$ cat src/sv/slt_pkg.sv
// Package for the source line tokenizer: scan modes, event codes, the result
// record and the byte classification helpers. No dependencies.
package slt_pkg;

    localparam int VALUE_WIDTH = 32;

    localparam logic [7:0] CH_TAB        = 8'h09;
    localparam logic [7:0] CH_SPACE      = 8'h20;
    localparam logic [7:0] CH_QUOTE      = 8'h27;
    localparam logic [7:0] CH_ZERO       = 8'h30;
    localparam logic [7:0] CH_NINE       = 8'h39;
    localparam logic [7:0] CH_UNDERSCORE = 8'h5F;
    localparam logic [7:0] CTRL_LIMIT    = 8'h20;

    typedef enum logic [2:0] {
        MODE_IDLE   = 3'd0,
        MODE_IDENT  = 3'd1,
        MODE_NUMBER = 3'd2,
        MODE_LIT    = 3'd3,
        MODE_CLOSE  = 3'd4
    } mode_t;

    typedef enum logic [2:0] {
        EV_ID_START = 3'd0,
        EV_ID_CONT  = 3'd1,
        EV_ID_END   = 3'd2,
        EV_NUMBER   = 3'd3,
        EV_CHAR     = 3'd4,
        EV_SYMBOL   = 3'd5,
        EV_LINE_END = 3'd6
    } event_t;

    typedef struct packed {
        event_t      event_res;
        logic [7:0]  char_out;
        logic [31:0] token_value;
        logic        last;
    } result_t;

    function automatic logic is_letter(input logic [7:0] c);
        return (c >= 8'h61 && c <= 8'h7A) || (c >= 8'h41 && c <= 8'h5A);
    endfunction

    function automatic logic is_digit(input logic [7:0] c);
        return (c >= CH_ZERO) && (c <= CH_NINE);
    endfunction

endpackage

$ cat src/sv/slt_byte_if.sv
// Byte channel into the tokenizer: valid/ready handshake with one source byte.
// Depends on nothing.
interface slt_byte_if;
    logic       valid;
    logic       ready;
    logic [7:0] in_byte;

    modport source (output valid, output in_byte, input ready);
    modport sink   (input valid, input in_byte, output ready);
endinterface

$ cat src/sv/slt_token_if.sv
// Token event channel out of the tokenizer: valid/ready handshake with one
// result record. Depends on nothing.
interface slt_token_if;
    logic        valid;
    logic        ready;
    logic [2:0]  event_res;
    logic [7:0]  char_out;
    logic [31:0] token_value;
    logic        last;

    modport source (output valid, output event_res, output char_out,
                    output token_value, output last, input ready);
    modport sink   (input valid, input event_res, input char_out,
                    input token_value, input last, output ready);
endinterface

$ cat src/sv/source_line_tokenizer_core.sv
// Top level of the source line tokenizer: input register, scan logic and a
// two-entry result buffer. Depends on slt_pkg, slt_byte_if and slt_token_if.
//
//   channel   direction   beat
//   in_ch     sink        one source byte (in_byte)
//   out_ch    source      one token event (event_res, char_out, token_value, last)
//
// An accepted byte is scanned from the input register and yields zero, one or two
// events; a new byte can be accepted every cycle while the result buffer has room.
// Sustained rate is one byte per cycle while out_ch is ready, limited by the single
// output port when a byte yields two events (one event per cycle).
// The two-entry result buffer lets the scan continue while an event waits.
// Reset returns to the idle mode with a cleared number accumulator.
module source_line_tokenizer_core
    import slt_pkg::*;
(
    input  logic         clk,
    input  logic         rst_n,
    slt_byte_if.sink     in_ch,
    slt_token_if.source  out_ch
);

    logic                   in_valid_reg;
    logic [7:0]             in_byte_reg;
    mode_t                  mode_reg, mode_next;
    logic [VALUE_WIDTH-1:0] accum_reg, accum_next;
    result_t                ent_reg [2];
    result_t                ent_next [2];
    logic [1:0]             cnt_reg, cnt_next;

    logic       is_sep, is_ctrl, is_let, is_dig, is_word;
    logic       has_pre, has_st;
    result_t    pre_res, st_res, r0, r1;
    logic [1:0] n_res, base, space;
    logic       pop, proc_fire;
    logic [3:0] dval;
    logic [VALUE_WIDTH-1:0] accum_step;

    assign is_sep  = (in_byte_reg == CH_SPACE) || (in_byte_reg == CH_TAB);
    assign is_ctrl = (in_byte_reg < CTRL_LIMIT) && (in_byte_reg != CH_TAB);
    assign is_let  = is_letter(in_byte_reg);
    assign is_dig  = is_digit(in_byte_reg);
    assign is_word = is_let || is_dig || (in_byte_reg == CH_UNDERSCORE);
    assign dval    = 4'(in_byte_reg - CH_ZERO);
    assign accum_step = (accum_reg << 3) + (accum_reg << 1) + VALUE_WIDTH'(dval);

    // Next scan mode and accumulator.
    always_comb
    begin
        mode_next  = mode_reg;
        accum_next = accum_reg;
        case (mode_reg)
            MODE_LIT:
            begin
                mode_next = MODE_CLOSE;
            end
            MODE_CLOSE:
            begin
                mode_next = MODE_IDLE;
            end
            MODE_NUMBER:
            begin
                if (is_dig)
                begin
                    accum_next = accum_step;
                end
                else
                begin
                    accum_next = '0;
                end
            end
            default:
            begin
            end
        endcase
        if ((mode_reg == MODE_IDLE) || (mode_reg == MODE_IDENT && !is_word) ||
            (mode_reg == MODE_NUMBER && !is_dig))
        begin
            if (is_sep)
            begin
                mode_next = MODE_IDLE;
            end
            else if (is_ctrl)
            begin
                mode_next  = MODE_IDLE;
                accum_next = '0;
            end
            else if (is_let)
            begin
                mode_next = MODE_IDENT;
            end
            else if (is_dig)
            begin
                mode_next  = MODE_NUMBER;
                accum_next = VALUE_WIDTH'(dval);
            end
            else if (in_byte_reg == CH_QUOTE)
            begin
                mode_next = MODE_LIT;
            end
            else
            begin
                mode_next = MODE_IDLE;
            end
        end
    end

    // Events caused by the registered byte.
    always_comb
    begin
        has_pre = 1'b0;
        has_st  = 1'b0;
        pre_res = '{event_res: EV_ID_END, char_out: '0, token_value: '0, last: 1'b0};
        st_res  = '{event_res: EV_SYMBOL, char_out: in_byte_reg, token_value: '0,
                    last: 1'b1};
        case (mode_reg)
            MODE_IDENT:
            begin
                has_pre = 1'b1;
                if (is_word)
                begin
                    pre_res.event_res = EV_ID_CONT;
                    pre_res.char_out  = in_byte_reg;
                end
            end
            MODE_NUMBER:
            begin
                has_pre               = !is_dig;
                pre_res.event_res     = EV_NUMBER;
                pre_res.token_value   = 32'(accum_reg);
            end
            MODE_LIT:
            begin
                has_pre             = 1'b1;
                pre_res.event_res   = EV_CHAR;
                pre_res.token_value = {24'd0, in_byte_reg};
            end
            default:
            begin
            end
        endcase
        if ((mode_reg == MODE_IDLE) || (mode_reg == MODE_IDENT && !is_word) ||
            (mode_reg == MODE_NUMBER && !is_dig))
        begin
            if (is_ctrl)
            begin
                has_st           = 1'b1;
                st_res.event_res = EV_LINE_END;
                st_res.char_out  = '0;
            end
            else if (is_let)
            begin
                has_st           = 1'b1;
                st_res.event_res = EV_ID_START;
            end
            else if (!is_sep && !is_dig && (in_byte_reg != CH_QUOTE))
            begin
                has_st = 1'b1;
            end
        end
        n_res = {1'b0, has_pre} + {1'b0, has_st};
        r0    = has_pre ? pre_res : st_res;
        r1    = st_res;
        r0.last = (n_res == 2'd1);
    end

    assign pop       = out_ch.valid && out_ch.ready;
    assign base      = cnt_reg - {1'b0, pop};
    assign space     = 2'd2 - base;
    assign proc_fire = in_valid_reg && (n_res <= space);
    assign in_ch.ready = !in_valid_reg || proc_fire;

    // Result buffer update.
    always_comb
    begin
        ent_next[0] = ent_reg[0];
        ent_next[1] = ent_reg[1];
        if (pop)
        begin
            ent_next[0] = ent_reg[1];
        end
        if (proc_fire && n_res != 2'd0)
        begin
            if (base == 2'd0)
            begin
                ent_next[0] = r0;
                if (n_res == 2'd2)
                begin
                    ent_next[1] = r1;
                end
            end
            else
            begin
                ent_next[1] = r0;
            end
        end
        cnt_next = base + (proc_fire ? n_res : 2'd0);
    end

    always_ff @(posedge clk or negedge rst_n)
    begin
        if (!rst_n)
        begin
            in_valid_reg <= 1'b0;
            mode_reg     <= MODE_IDLE;
            accum_reg    <= '0;
            cnt_reg      <= '0;
        end
        else
        begin
            if (in_ch.valid && in_ch.ready)
            begin
                in_valid_reg <= 1'b1;
            end
            else if (proc_fire)
            begin
                in_valid_reg <= 1'b0;
            end
            if (proc_fire)
            begin
                mode_reg  <= mode_next;
                accum_reg <= accum_next;
            end
            cnt_reg <= cnt_next;
        end
    end

    always_ff @(posedge clk)
    begin
        if (in_ch.valid && in_ch.ready)
        begin
            in_byte_reg <= in_ch.in_byte;
        end
        ent_reg[0] <= ent_next[0];
        ent_reg[1] <= ent_next[1];
    end

    assign out_ch.valid       = (cnt_reg != 2'd0);
    assign out_ch.event_res   = ent_reg[0].event_res;
    assign out_ch.char_out    = ent_reg[0].char_out;
    assign out_ch.token_value = ent_reg[0].token_value;
    assign out_ch.last        = ent_reg[0].last;

    a_cnt_range: assert property (@(posedge clk) disable iff (!rst_n)
        cnt_reg != 2'd3)
        else $error("result buffer count out of range");

    a_pair_room: assert property (@(posedge clk) disable iff (!rst_n)
        (proc_fire && n_res == 2'd2) |-> (base == 2'd0))
        else $error("two events scanned without room for both");

    a_lit_close: assert property (@(posedge clk) disable iff (!rst_n)
        (proc_fire && mode_reg == MODE_LIT) |=> (mode_reg == MODE_CLOSE))
        else $error("literal byte not followed by close wait");

    a_fire_count: assert property (@(posedge clk) disable iff (!rst_n)
        (proc_fire && !pop) |=> (cnt_reg == $past(cnt_reg) + $past(n_res)))
        else $error("result buffer count lost events");

endmodule

$ cat src/flat_wrapper.sv
// flat-port wrapper written by rule: the top's interface ports become plain ports
module source_line_tokenizer_core_flat import slt_pkg::*;
  (clk, rst_n, in_ch_valid, in_ch_in_byte, in_ch_ready, out_ch_valid, out_ch_event_res, out_ch_char_out, out_ch_token_value, out_ch_last, out_ch_ready);
  slt_byte_if in_ch_i ();
  slt_token_if out_ch_i ();
  input  logic clk;
  input  logic rst_n;
  input wire logic [$bits(in_ch_i.valid)-1:0] in_ch_valid;
  input wire logic [$bits(in_ch_i.in_byte)-1:0] in_ch_in_byte;
  output wire logic [$bits(in_ch_i.ready)-1:0] in_ch_ready;
  output wire logic [$bits(out_ch_i.valid)-1:0] out_ch_valid;
  output wire logic [$bits(out_ch_i.event_res)-1:0] out_ch_event_res;
  output wire logic [$bits(out_ch_i.char_out)-1:0] out_ch_char_out;
  output wire logic [$bits(out_ch_i.token_value)-1:0] out_ch_token_value;
  output wire logic [$bits(out_ch_i.last)-1:0] out_ch_last;
  input wire logic [$bits(out_ch_i.ready)-1:0] out_ch_ready;
  assign in_ch_i.valid = in_ch_valid;
  assign in_ch_i.in_byte = in_ch_in_byte;
  assign in_ch_ready = in_ch_i.ready;
  assign out_ch_valid = out_ch_i.valid;
  assign out_ch_event_res = out_ch_i.event_res;
  assign out_ch_char_out = out_ch_i.char_out;
  assign out_ch_token_value = out_ch_i.token_value;
  assign out_ch_last = out_ch_i.last;
  assign out_ch_i.ready = out_ch_ready;
  source_line_tokenizer_core u_core (.clk(clk), .rst_n(rst_n), .in_ch(in_ch_i), .out_ch(out_ch_i));
endmodule
$ cat config.mk
export PLATFORM = sky130hd
export DESIGN_NAME = source_line_tokenizer_core_flat
export DESIGN_NICKNAME = d
export VERILOG_FILES = /design/src/sv/slt_pkg.sv /design/src/sv/slt_byte_if.sv /design/src/sv/slt_token_if.sv /design/src/sv/source_line_tokenizer_core.sv /design/src/flat_wrapper.sv
export SDC_FILE = /design/constraint.sdc
export NUM_CORES = 1
export LEC_CHECK = 0
export ABC_CLOCK_PERIOD_IN_PS = 6300
export BUFFER_PORTS_ARGS = -buffer_cell sky130_fd_sc_hd__buf_2
export CORE_UTILIZATION = 31
export CTS_CLUSTER_SIZE = 10
export DETAILED_ROUTE_END_ITERATION = 10
export GPL_ROUTABILITY_DRIVEN = 0
export GPL_TIMING_DRIVEN = 0
export SYNTH_ARGS = -nofsm -noshare
export SYNTH_HDL_FRONTEND = slang
export SYNTH_SLANG_ARGS = --single-unit
$ cat constraint.sdc
create_clock -name clk -period 6.3 [get_ports clk]
set_input_delay 1.575 -clock clk [delete_from_list [all_inputs] [get_ports clk]]
set_output_delay 1.575 -clock clk [all_outputs]
set_load 0.1 [all_outputs]
==> out/metrics.yaml <==
status: "finished, final reports clean"
synth-compound-area-share: 0.171
grt_use_met3: 0.0246
die_h_um: 164
clock_sinks: 134
clk_path_buf_depth: 2
muxShareOfSynthArea: 0.0416
synth_area_um2: 8180
portBuffers: 57
start_util: 0.315
yosysSeqAreaShare: 0.415
instances_no_fill: 1310
layout_commonest_cell: "nand2_1"
syn-num-nets: 963
yosys.area_share.simple: 0.166
worst_slew_pin_slew_ns: 1.04
hp-class: "flip-flop to flip-flop"
area_growth_pct: 16.5
dp_hpwl_um: 14700
dp.cells: 1277
ys_types: 58
finalNetCount: 1041
fmax_mhz: 170
synth_edf_count: 52
fillers: 2639
synth_fa_ha_area_frac: 0.106
cp_max_fo: 10
slew_headroom: 0.304
synth_top_family_by_area: "compound AO/OA/AOI/OAI gates"
final_cell_mix: "122 x nand2_1, 72 x o21ai_0, 66 x ha_1"
fin_skew_ns: 0.0141
hold_viol: 0
synthFlopType: "edfxtp_1"
period_share: 0.933
start_kind: "input port"
critPathKind: "input port to output port"
post_cts_resized: 0
syn_area_per_cell_um2: 9.26
synth-xor-area-share: 0.0332
place_ws_ns: 0.371
critPathArrivalTime_ns: 4.30
grt_pass1_wl_um: 32600
ant_nets: 0
ios: 58
layout.area.seq_um2: 3390
drcViolationCount: 0
routed_wl_um: 19700
vias: 6576
drv_slew: 0
maxCapViolations: 0
post_cts_buffers: 0
rsz0062_at_grt: "no"
row_count: 59
min_period_ns: 5.88
grt_pass1_vias: 6216
multi_input_area_um2: 4240
core-area_um2: 26000
dieArea_um2: 27000
h-tree-depth: 4
worst_setup_path_end_kind: "output port"
synth-warning-count: 0
ys_async_sr_fraction: 0.284
antenna_found_initial: 1
gr-usage-all-layers: 0.154
gr-usage-met2: 0.240
numCtsBuffers: 17
cts_tree: "done"
grt_overflow: 0
final-setup-viol-count: 0
met1_usage: 0.215
path_clk_slew_ns: 0.06
first_pass_iters: 5
worstPathRequired_ns: 4.72
min_path_cells: 2
wl_per_cell_um: 15.0
routed_via_density: 5.02
busiest_layer: "met2"
synth-seq-cells: 134
finalWorstSetupSlack_ns: 0.420
dr.first_iter.drc_count: 378
drive_gt1_frac: 0.145
clk_latency_ns: 0.43
synth_cells: 883
grt_max_degree: 39
largest_register_ffs: 88
cts-root-buf: "clkbuf_16"
hold_buffers: 0
die_w_um: 164
worst_r2r_path_depth: 16
==> layout make-up <==
cell class                 count  area share
sequential                   134       0.356
clock inverter                14      0.0168
timing repair buffer          59      0.0344
multi-input combinational    647       0.445
tap                          335      0.0440
clock buffer                  18      0.0450
antenna                        1    0.000263
buffer                        89      0.0530
inverter                      13     0.00512
==> final timing paths <==
| check | start | end | slack, ns |
|---|---|---|---|
| setup / recovery | out_ch_ready | in_ch_ready | 0.42 |
| setup reg to reg | u_core.in_byte_reg[3] | u_core.ent_reg[0][42] | 1.04 |
| hold reg to reg | u_core.ent_reg[0][51] | u_core.ent_reg[0][7] | 0.51 |
| max in group asynchronous | rst_n | u_core.in_valid_reg | 4.41 |
| min in group asynchronous | rst_n | u_core.accum_reg[24] | 1.29 |
| hold / removal | u_core.ent_reg[0][51] | u_core.ent_reg[0][7] | 0.51 |
==> synthesized netlist by cell type, types with 6 or more instances <==
cell type,number,area (um2)
a211oi_1,17,128
a21o_1,13,97.6
a21oi_1,48,240
a31oi_1,10,62.6
and2_1,46,288
and3_1,9,56.3
buf_4,43,323
clkbuf_1,38,143
dfrtp_1,38,951
dfxtp_1,44,881
edfxtp_1,52,1560
ha_1,66,826
inv_1,13,48.8
mux2i_1,34,340
nand2_1,122,458
nand2b_1,9,56.3
nand3_1,18,90.1
nand4_1,6,37.5
nor2_1,41,154
nor2b_1,6,37.5
nor3_1,14,70.1
o211ai_1,6,45.0
o21a_1,7,52.6
o21ai_0,72,360
o21ai_1,17,85.1
xnor2_1,17,149
xor2_1,14,123
==> per-stage QoR <==
| step | instance area [um2] | TNS (ns) | hold slack [ns] | utilization |
|---|---|---|---|---|
| 4_1_cts | 9530 | 0 | 0.509 | 0.367 |
| 6_report | 9530 | 0 | 0.506 | 0.367 |
| 2_1_floorplan | 8180 | 0 | 0.455 | - |
| 5_1_grt | 9530 | 0 | 0.537 | 0.367 |
| 3_5_place_dp | 8940 | 0 | 0.495 | 0.344 |
| 3_3_place_gp | 8890 | -30.88 | 0.489 | 0.342 |
==> logic make-up (layout without fill, tap and decap cells) <==
kind of cell	Yosys count	in the layout
compound gates	227	227
xor+xnor	31	31
fa+ha+maj	68	68
buf+inv	102	193
flops	134	134
mux	34	34
other cells	0	1
simple gates	287	287
==> layer usage <==
metal	share of wire	wire length (um)	vias to the layer above
met3	0.043	849	26
met2	0.46	8970	170
met4	0.017	333	0
li1	-	-	3278
met5	0	0	-
met1	0.48	9550	3102
==> critical path, stage by stage <==
cell and delay (ns):
buf_2 0.07, nand2_1 0.21, inv_1 0.15, clkbuf_1 0.41, ha_1 0.25, xnor2_1 0.17
ha_1 0.28, ha_1 0.31, nand2b_1 0.12, a221o_1 0.28, buf_2 0.47
Power is left out: the tool's default activity adds up to more than one toggle a clock period on the data nets, which glitch-free logic cannot reach.
